--- src/hw/rtl/lgrs_pkg.sv ---
`timescale 1ns / 1ps
`default_nettype none

package lgrs_pkg;

	localparam int MAX_WIDTH  = 64;
	localparam int ROW_BITS   = 64;
	localparam int WIDTH_BITS = 7;
	localparam int NB_BITS    = 4;

	localparam logic [WIDTH_BITS-1:0] WIDTH_RESET = WIDTH_BITS'(64);
	localparam logic [WIDTH_BITS-1:0] WIDTH_MAX   = WIDTH_BITS'(MAX_WIDTH);

	localparam logic [NB_BITS-1:0] LIFE_BIRTH   = NB_BITS'(3);
	localparam logic [NB_BITS-1:0] LIFE_SURVIVE = NB_BITS'(2);

	typedef struct packed {
		logic first;
		logic flush;
		logic shift;
		logic clear;
	} cell_ctl_t;

	typedef struct packed {
		logic up;
		logic mid;
		logic dn;
	} cell_nb_t;

	typedef struct packed {
		logic [MAX_WIDTH-1:0] row;
		logic                 last;
	} result_t;

endpackage

`default_nettype wire

--- src/hw/rtl/lgrs_cell.sv ---
`timescale 1ns / 1ps
`default_nettype none

module lgrs_cell import lgrs_pkg::*; (
	input  logic      clk,
	input  logic      arst_n,
	input  cell_ctl_t ctl,
	input  logic      active,
	input  logic      row_bit,
	input  cell_nb_t  left,
	input  cell_nb_t  right,
	output cell_nb_t  nb_out,
	output logic      next_bit
);

	logic               above_q;
	logic               middle_q;
	logic [NB_BITS-1:0] count;

	// first row of a grid sees dead rows above and below; flush sees a dead row below
	always_comb begin
		nb_out.up  = ctl.first ? 1'b0 : above_q;
		nb_out.mid = ctl.first ? row_bit : middle_q;
		nb_out.dn  = (ctl.first || ctl.flush) ? 1'b0 : row_bit;
	end

	always_comb begin
		count = NB_BITS'(left.up) + NB_BITS'(nb_out.up) + NB_BITS'(right.up)
			+ NB_BITS'(left.mid) + NB_BITS'(right.mid)
			+ NB_BITS'(left.dn) + NB_BITS'(nb_out.dn) + NB_BITS'(right.dn);
		next_bit = active && ((count == LIFE_BIRTH)
			|| (nb_out.mid && (count == LIFE_SURVIVE)));
	end

	always_ff @(posedge clk or negedge arst_n) begin
		if (!arst_n) begin
			above_q  <= 1'b0;
			middle_q <= 1'b0;
		end else if (ctl.clear) begin
			above_q  <= 1'b0;
			middle_q <= 1'b0;
		end else if (ctl.shift) begin
			above_q  <= middle_q;
			middle_q <= row_bit;
		end
	end

endmodule

`default_nettype wire

--- src/hw/rtl/lgrs_skid.sv ---
`timescale 1ns / 1ps
`default_nettype none

module lgrs_skid import lgrs_pkg::*; (
	input  logic    clk,
	input  logic    arst_n,
	input  logic    in_valid,
	input  result_t in_data,
	output logic    room,
	output logic    out_valid,
	input  logic    out_ready,
	output result_t out_data
);

	logic    out_v_q;
	logic    skid_v_q;
	result_t out_q;
	result_t skid_q;

	assign room      = !skid_v_q;
	assign out_valid = out_v_q;
	assign out_data  = out_q;

	always_ff @(posedge clk or negedge arst_n) begin
		if (!arst_n) begin
			out_v_q  <= 1'b0;
			skid_v_q <= 1'b0;
		end else if (skid_v_q) begin
			if (out_ready) begin
				skid_v_q <= 1'b0;
			end
		end else if (in_valid) begin
			if (out_v_q && !out_ready) begin
				skid_v_q <= 1'b1;
			end else begin
				out_v_q <= 1'b1;
			end
		end else if (out_ready) begin
			out_v_q <= 1'b0;
		end
	end

	always_ff @(posedge clk) begin
		if (skid_v_q) begin
			if (out_ready) begin
				out_q <= skid_q;
			end
		end else if (in_valid) begin
			if (out_v_q && !out_ready) begin
				skid_q <= in_data;
			end else begin
				out_q <= in_data;
			end
		end
	end

endmodule

`default_nettype wire

--- src/hw/rtl/life_generation_row_stencil_top.sv ---
`timescale 1ns / 1ps
`default_nettype none

// One generation of the B3/S23 life rule on a grid streamed one row per beat
// (bit i = column i). A row of per-column cells keeps the two previous rows;
// each beat but the first of a grid yields the next state of the row before
// it; rows are taken while the output stage has room. A row with tlast set
// also yields its own next state (tlast high), queued once the output stage
// has room; no input is taken until that beat is queued. A two-entry output
// stage lets the block take one more row while a result waits. Columns at or
// above grid_width (saturated at 64) read as dead and come out as zero.
module life_generation_row_stencil_top import lgrs_pkg::*; (
	input  logic                  clk,
	input  logic                  arst_n,
	input  logic                  s_tvalid,
	output logic                  s_tready,
	input  logic [ROW_BITS-1:0]   s_tdata,   // row_cells
	input  logic                  s_tlast,
	output logic                  m_tvalid,
	input  logic                  m_tready,
	output logic [ROW_BITS-1:0]   m_tdata,   // next_row
	output logic                  m_tlast,
	input  logic                  cfg_valid,
	output logic                  cfg_ready,
	input  logic [WIDTH_BITS-1:0] cfg_data   // grid_width
);

	logic [WIDTH_BITS-1:0] width_q;
	logic [WIDTH_BITS-1:0] width_sat;
	logic                  primed_q;
	logic                  flush_q;
	logic                  room;
	logic                  acc;
	logic                  produce;
	cell_ctl_t             ctl;
	result_t               res;
	result_t               out_res;
	logic [MAX_WIDTH-1:0]  active;
	logic [MAX_WIDTH-1:0]  row_in;
	logic [MAX_WIDTH-1:0]  next_row;
	cell_nb_t              nb [MAX_WIDTH];

	assign cfg_ready = 1'b1;
	assign width_sat = (width_q > WIDTH_MAX) ? WIDTH_MAX : width_q;

	assign s_tready = room && !flush_q;
	assign acc      = s_tvalid && s_tready;
	assign produce  = (flush_q && room) || (acc && (primed_q || s_tlast));

	always_comb begin
		ctl.first = !primed_q && !flush_q;
		ctl.flush = flush_q;
		ctl.shift = acc && (primed_q || !s_tlast);
		ctl.clear = flush_q && room;
	end

	always_ff @(posedge clk or negedge arst_n) begin
		if (!arst_n) begin
			width_q  <= WIDTH_RESET;
			primed_q <= 1'b0;
			flush_q  <= 1'b0;
		end else begin
			if (cfg_valid && cfg_ready) begin
				width_q <= cfg_data;
			end
			flush_q <= (flush_q && !room) || (acc && s_tlast && primed_q);
			if (acc) begin
				primed_q <= !s_tlast;
			end
		end
	end

	for (genvar i = 0; i < MAX_WIDTH; i++) begin : g_col
		cell_nb_t left;
		cell_nb_t right;

		assign active[i] = WIDTH_BITS'(i) < width_sat;
		assign row_in[i] = s_tdata[i] && active[i];

		if (i == 0) begin : g_lo
			assign left = '0;
		end else begin : g_lo
			assign left = nb[i-1];
		end
		if (i == MAX_WIDTH - 1) begin : g_hi
			assign right = '0;
		end else begin : g_hi
			assign right = nb[i+1];
		end

		lgrs_cell u_cell (
			.clk      (clk),
			.arst_n   (arst_n),
			.ctl      (ctl),
			.active   (active[i]),
			.row_bit  (row_in[i]),
			.left     (left),
			.right    (right),
			.nb_out   (nb[i]),
			.next_bit (next_row[i])
		);
	end

	always_comb begin
		res.row  = next_row;
		res.last = flush_q || (acc && !primed_q && s_tlast);
	end

	lgrs_skid u_skid (
		.clk       (clk),
		.arst_n    (arst_n),
		.in_valid  (produce),
		.in_data   (res),
		.room      (room),
		.out_valid (m_tvalid),
		.out_ready (m_tready),
		.out_data  (out_res)
	);

	assign m_tdata = ROW_BITS'(out_res.row);
	assign m_tlast = out_res.last;

endmodule

`default_nettype wire

--- config.mk ---
export PLATFORM = sky130hd
export DESIGN_NAME = life_generation_row_stencil_top
export DESIGN_NICKNAME = d
export VERILOG_FILES = /design/src/hw/rtl/lgrs_pkg.sv /design/src/hw/rtl/lgrs_cell.sv /design/src/hw/rtl/lgrs_skid.sv /design/src/hw/rtl/life_generation_row_stencil_top.sv
export SDC_FILE = /design/constraint.sdc
export NUM_CORES = 1
export LEC_CHECK = 0
export ABC_AREA = 1
export BUFFER_PORTS_ARGS = -buffer_cell sky130_fd_sc_hd__buf_4
export CELL_PAD_IN_SITES_DETAIL_PLACEMENT = 1
export CELL_PAD_IN_SITES_GLOBAL_PLACEMENT = 2
export CORE_ASPECT_RATIO = 1.2
export CORE_MARGIN = 2
export CORE_UTILIZATION = 41
export CTS_CLUSTER_DIAMETER = 30
export DETAILED_ROUTE_END_ITERATION = 10
export PLACE_DENSITY_LB_ADDON = 0.1
export RECOVER_POWER = 100
export SETUP_SLACK_MARGIN = 0.1
export SLEW_MARGIN = 30
export SYNTH_ARGS = -nofsm -noshare
export SYNTH_HDL_FRONTEND = slang
export SYNTH_HIERARCHICAL = 1
export SYNTH_SLANG_ARGS = --single-unit
--- constraint.sdc ---
create_clock -name clk -period 21.8 [get_ports clk]
set_input_delay 0 -clock clk [delete_from_list [all_inputs] [get_ports clk]]
set_output_delay 0 -clock clk [all_outputs]
set_load 0.005 [all_outputs]
==> results by group, run 1 <==
Global route
  • Largest net degree at the start of global routing: 88
  • Vias in the first global route: 26,473
  • Antenna violations before repair: 5
  • First-pass GRT wire length: 137,000 um
  • Grt ovf: 0
  • Global-route usage over all layers: 25.6%

CTS
  • Root buf cell: clkbuf_16
  • Post-CTS setup buffers: 0
  • CTS Sinks: 269
  • TritonCTS clock tree: yes
  • Clk slew on worst S/H paths: 0.04 ns
  • Post-CTS Resized: 0
  • Htree depth: 3
  • CTS Hold Buffers Added: 89
  • CTS Buf Count: 82
  • Clock latency on the worst-skew pair: 0.62 ns
  • Clk buf depth: 3

STA
  • Worst Slack Setup Final: 14.11 ns
  • Setup_tns: 0 ns
  • Minimum clock period: 7.69 ns
  • Tcrit/Tclk final: 35.3%
  • Setup-failing EPs final: 0
  • RSZ-0062 raised after global routing: false
  • Slew @ Worst Pin: 4.02 ns
  • Max Freq: 130 MHz
  • Slew Viols, Final: 513
  • Final hold vios: 0
  • Worst rel slew slack: -168%
  • Final Skew: 0.0308 ns

Setup path
  • R2r startpoint: u_skid/skid_v_q
  • RR Endpoint: g_col[22].u_cell/middle_q
  • Crit. End Element: flop
  • FF-to-FF path depth: 8
  • CP required: 22.25 ns
  • Worst-path fanout max: 87
  • Worst setup path category: reg2reg
  • R2R Setup Slk: 14.11 ns
  • Kind of start point of the critical path: flop
  • Data arrival time of the critical path: 8.14 ns
  • CP endpoint: g_col[22].u_cell/middle_q
  • Crit path launch: u_skid/skid_v_q

Placement
  • DP Area: 29,700 um^2
  • Place WS: 15.98 ns
  • GP Congestion: 0.830
  • DP Wirelength: 63,200 um
  • IO buf count: 143

Run status
  • Outcome: complete, but fails checks
  • Failing checks: capacitance limit, slew limit

Logic synthesis
  • Cell variety after synth: 38
  • Mean Syn Cell Area: 7.62 um^2
  • Top_reg_cell synth: dfrtp_1
  • FFs w/ async S/R, synth: 51.7%
  • Post-synthesis register bit count: 269
  • Area leader, netlist: fa_1
  • Register area share after synthesis: 26.8%
  • Synth Instances: 3,610
  • Number of synthesized flops with an enable pin: 130
  • Yosys warns: 6
  • Synth area leaders: fa_1 (19%), inv_1 (17%), edfxtp_1 (14%), dfrtp_1 (13%), nand2_1 (9.8%)
  • Yosys top cell area share: 18.6%
  • Synthesized area: 27,500 um^2

Pwr
  • Leakage: 17.1 nW
  • Pwr dens: 182 nW/um^2
  • Worst ir drop on vdd: 0.0944 mV
  • PnR Total Power: 5.97 mW

Cells and area
  • Share of layout cells above drive strength 1: 8.87%
  • Layout Utilization: 49.2%
  • Fin nets: 4,446
  • Area Growth Syn to Fin: 19.5%
  • Design Area, Final: 32,900 um^2

Job
  • Max Cap Violations: 11

Drt
  • Via count: 23,207
  • TritonRoute pass-1 iters: 5
  • Vias per cell: 4.74
  • DRC Markers: 0
  • Wire per inst: 17.4 um
  • Routed Wire Length: 85,000 um
  • Post-route ant nets: 0
  • Drt initial violations: 850

Min path
  • Worst Hold Class: in2reg
  • Hold path startpoint: m_tready
  • Worst Hold Path Cells: 5

Floorplan
  • Initial Utilization: 41.2%
  • I/O pin cnt: 145
  • Die height: 288 um
  • Die ar.: 69,200 um^2
  • DIE WIDTH: 240 um
  • Core Rows: 104
  • Area of the core: 66,800 um^2
-- metrics by stage --
step                      std cells  hold WS (ns)
after floorplan                3615        -0.296
after global placement         4649       -0.0512
after detailed placement       4649       -0.0357
after CTS                      4890      0.000104
after global routing           4891         0.283
final                          4891         0.239
-- registers in the layout, indices dropped and copies added, names as in the netlist --
register	cells
u_skid/out_data	65
primed_q	1
g_col.u_cell/above_q	64
u_skid/skid_v_q	1
u_skid/out_valid	1
g_col.u_cell/middle_q	64
u_skid/skid_q	65
flush_q	1
width_q	7
-- where the power goes --
part           internal (mW)  switching, mW  leakage, nW
Clock                  0.868          0.364         1.39
Combinational           1.41           2.36         12.6
Sequential             0.870          0.104         3.07
Total                   3.15           2.83         17.1
-- metal layers --
layer,part of all wire [%],track usage [%],vias to the layer above
met5,0.027,0,-
met4,3.6,10.1,4
met3,3.3,3.75,150
met2,52,46.8,309
met1,41,29.9,11564
li1,-,-,11180
-- critical path, stage by stage (launching register included) --
cell,delay (ns)
dfrtp_1,0.80
inv_1,1.03
inv_1,0.09
nor2_1,0.19
nand2_1,0.18
a21oi_1,1.70
clkbuf_1,2.92
or2_2,0.45
o21ai_0,0.10
-- cells in the mapped netlist, types with 5 or more instances --
library cell,number
fa_1,256
or2_4,64
o21ai_2,132
a21oi_1,142
nor2_1,301
buf_6,7
edfxtp_1,130
a21boi_0,14
and3_1,5
buf_2,9
nand2_1,721
dfrtp_1,138
and2_1,14
nand3_1,205
buf_4,7
o21ai_0,13
ha_1,192
inv_2,6
inv_1,1220
-- layout make-up --
cell class	count	area [um^2]
diodes	1	2.50
clock buffers	106	2270
clock inverters	46	573
fillers	8273	33900
inverters	1227	4610
multi-input cells	2092	14900
flip-flops and latches	269	7380
well taps	901	1130
repair buffers	249	2000
-- cell families after synthesis --
logic type                 Yosys count  share of synthesized area, %
AOI/OAI and AO/OA                  310                          7.67
adders and majority gates          448                          27.4
buffers and inverters             1254                          17.4
DFF                                269                          26.8
other                                2                        0.0273
and+or+nand+nor                   1327                          20.6
-- cells in the final DEF (no fill, tap or decap), drive strengths merged, types with 2 or more instances in the layout --
master / count
nand2: 725
nor2: 307
and2: 14
nor3b: 2
bufinv: 12
clkinv: 24
clkinvlp: 6
conb: 7
ha: 192
a21oi: 144
or2: 64
o21ai: 147
nand3: 207
buf: 83
fa: 256
dlygate4sd3: 88
and3: 5
a21boi: 15
edfxtp: 130
o21a: 2
inv: 1231
clkbuf: 184
dfrtp: 138
-- worst min path at each step --
stage / end / slack [ns]
5_1_grt: width_q[6] / 0.28
3_5_place_dp: g_col[26].u_cell/middle_q / -0.04
2_1_floorplan: flush_q / -0.30
3_3_place_gp: g_col[26].u_cell/above_q / -0.05
4_1_cts: g_col[7].u_cell/above_q / 0.0001
6_report: u_skid/skid_v_q / 0.24
Note: power is estimated with default switching activity, not from simulation.
==> run 2: changes to the inputs <==
--- a/config.mk
+++ b/config.mk
@@ -11,7 +11,7 @@
 export CELL_PAD_IN_SITES_GLOBAL_PLACEMENT = 2
 export CORE_ASPECT_RATIO = 1.2
 export CORE_MARGIN = 2
-export CORE_UTILIZATION = 41
+export CORE_UTILIZATION = 34
 export CTS_CLUSTER_DIAMETER = 30
 export DETAILED_ROUTE_END_ITERATION = 10
 export PLACE_DENSITY_LB_ADDON = 0.1
==> constraint.sdc (replaced) <==
create_clock -name clk -period 7 [get_ports clk]
set_input_delay 0 -clock clk [delete_from_list [all_inputs] [get_ports clk]]
set_output_delay 0 -clock clk [all_outputs]
set_load 0.005 [all_outputs]
==> run 2 against run 1 <==
  * The flow still finishes with violations (capacitance limit, slew limit)
  * Total power increased to 3.2 times the previous value
  * Critical path depth increased by 7
  * First-iteration DRC count decreased by 8.1%
  * Critical path type unchanged
  * Fmax increased by 26%
  * Combinational power increased to 3.1 times the previous value
  * Worst setup slack got worse by 13 ns
  * Sequential power increased to 3.1 times the previous value
  * Design area increased by 1.6%
  * Via count decreased by 0.27%
  * Sequential cell count unchanged
  * Clock-buffer cell count increased by 10
  * Largest cell class unchanged
  * Sequential share of layout area decreased by 0.36 points
==> results by group, run 2 (synthesized netlist as in run 1, its figures left out) <==
Global route
  • Largest net degree at the start of global routing: 181 (+110%)
  • Grt ovf: 0 (unchanged)
  • Vias in the first global route: 26,472 (-0.0038%)
  • Global-route usage over all layers: 21.8% (-3.8 points)
  • Antenna violations before repair: 4 (-1)
  • First-pass GRT wire length: 141,000 um (+2.3%)

Setup path
  • Crit-path max cell delay: 1.33 ns (-1.59 ns)
  • Slowest stage cell on the critical path: clkbuf_2
  • CP top delay family: adder cells
  • CP required: 7.47 ns (-14.78 ns)
  • Buffers and inverters on the worst path: 3 (unchanged)
  • Worst setup path category: reg2reg
  • Crit. End Element: flop
  • Critical path, cell by cell: clkbuf_2 > nor2_1 > inv_1 > fa_1 > fa_1 > fa_1 > inv_1 > ha_1 > fa_1 > nand2_1 > a21oi_1 > nand2_1 > nor2_1 > nand2_1 > nand2_1
  • Worst-path fanout max: 46 (-47%)
  • Kind of start point of the critical path: flop
  • Data arrival time of the critical path: 6.55 ns (-1.59 ns)

STA
  • Worst Slack Setup Final: 0.923 ns (-13.19 ns)
  • Slew @ Worst Pin: 5.03 ns (+1.01 ns)
  • Worst rel slew slack: -235% (-67 points)
  • RSZ-0062 raised after global routing: false
  • Max Freq: 165 MHz (+26%)
  • Setup_tns: 0 ns (unchanged)
  • Tcrit/Tclk final: 86.8% (+52 points)
  • Setup-failing EPs final: 0 (unchanged)
  • Slew Viols, Final: 428 (-17%)
  • Final Skew: 0.0314 ns (+0.000584 ns)
  • Final hold vios: 0 (unchanged)
  • Minimum clock period: 6.08 ns (-1.61 ns)

Run status
  • Outcome: complete, but fails checks
  • Failing checks: capacitance limit, slew limit

Floorplan
  • Die height: 316 um (+9.7%)
  • DIE WIDTH: 264 um (+9.7%)
  • Core Rows: 114 (+9.6%)
  • I/O pin cnt: 145 (unchanged)
  • Die ar.: 83,200 um^2 (+20%)
  • Initial Utilization: 34.3% (-7.0 points)
  • Area of the core: 80,300 um^2 (+20%)

Drt
  • DRC Markers: 0 (unchanged)
  • Wire per inst: 17.4 um (+0.17%)
  • Via count: 23,145 (-0.27%)
  • Vias per cell: 4.58 (-3.5%)
  • TritonRoute pass-1 iters: 5 (unchanged)
  • Routed Wire Length: 88,000 um (+3.5%)
  • Drt initial violations: 781 (-8.1%)
  • Post-route ant nets: 0 (unchanged)

CTS
  • Clock latency on the worst-skew pair: 0.64 ns (+0.02 ns)
  • Root buf cell: clkbuf_16
  • TritonCTS clock tree: yes
  • CTS Buf Count: 93 (+13%)
  • CTS Sinks: 269 (unchanged)
  • Post-CTS Resized: 0 (unchanged)
  • Clk buf depth: 3 (unchanged)
  • Clk slew on worst S/H paths: 0.04 ns (about the same)
  • Htree depth: 3 (unchanged)

Cells and area
  • Commonest non-fill, non-tap cell in the layout: inv_1
  • Commonest non-fill, non-tap cells in the layout: inv_1 (1,221), nand2_1 (722), nor2_1 (303)
  • Fin nets: 4,457 (+0.25%)
  • Filler cells: 9,816 (+19%)
  • Share of layout cells above drive strength 1: 9.72% (+0.85 points)
  • Area of the multi-input gates: 14,900 um^2 (+0.32%)
  • Register area: 7380 um^2 (unchanged)
  • Ant diodes: 0 (-1)
  • Layout Utilization: 41.6% (-7.6 points)
  • Design Area, Final: 33,400 um^2 (+1.6%)
  • Area Growth Syn to Fin: 21.4%

Pwr
  • Pwr dens: 566 nW/um^2 (+210%)
  • PnR Total Power: 18.9 mW (+220%)
  • Leakage: 17.2 nW (+0.91%)
  • Worst ir drop on vdd: 0.306 mV (+220%)

Placement
  • DP Area: 29,900 um^2 (+0.65%)
  • GP Congestion: 0.818 (-1.4%)
  • DP Wirelength: 65,400 um (+3.6%)
  • IO buf count: 143 (unchanged)
  • Place WS: 1.32 ns (-14.66 ns)

Job
  • Max Cap Violations: 9 (-2)

Min path
  • Worst Hold Class: in2reg
## run 2: where the power goes
| group | internal (mW) | switching [mW] | total [mW] |
|---|---|---|---|
| registers | 2.70 | 0.316 | 3.02 |
| clock network | 2.87 | 1.21 | 4.08 |
| logic | 4.40 | 7.39 | 11.8 |
| total | 9.97 | 8.92 | 18.9 |
## run 2: through the flow
| stage | hold WS, ns | cells |
|---|---|---|
| after global routing | 0.265 | 5056 |
| after global placement | 0.117 | 4791 |
| after CTS | 0.0157 | 5056 |
| final | 0.260 | 5056 |
| after floorplan | -0.296 | 3615 |
| after detailed placement | 0.136 | 4791 |
## run 2: area by class of cell
| type | count | share of cell area [%] |
|---|---|---|
| Inverter | 1227 | 13.8 |
| Multi-Input combinational cell | 2092 | 44.7 |
| Clock buffer | 116 | 7.50 |
| Timing Repair Buffer | 249 | 6.16 |
| Sequential cell | 269 | 22.1 |
| Tap cell | 1044 | 3.91 |
| Clock inverter | 59 | 1.78 |
## run 2: routing by layer
layer,global-route usage (%),vias up,part of all wire (%),routed length [um]
li1,-,11206,-,-
met5,0,-,0.034,30
met2,40.2,298,51,45300
met3,3.36,146,3.2,2820
met1,25.1,11491,41,36500
met4,8.90,4,3.8,3330
## run 2: path summary, 6_finish.rpt
check | startpoint | depth (start not counted) | slack [ns] | to
max | flush_q | 15 | 0.92 | u_skid/out_data[31]
max reg2reg | flush_q | 15 | 0.92 | u_skid/out_data[31]
min | cfg_valid | 3 | 0.26 | width_q[3]
min reg2reg | g_col[33].u_cell/above_q | 2 | 0.52 | g_col[33].u_cell/above_q
max in group asynchronous | arst_n | 3 | 1.65 | u_skid/skid_v_q
min in group asynchronous | arst_n | 2 | 1.76 | g_col[26].u_cell/above_q
## run 2: timing repair
action / in CTS / in global routing
hold buffers: 90 / 0
endpoints found under the hold margin: 148 / 0
buffers inserted: 0 / 0
## run 2: tightest hold or removal path, cell delays in order
cell           delay, ns
buf_4               0.18
o21ai_0             0.10
dlygate4sd3_1       0.55
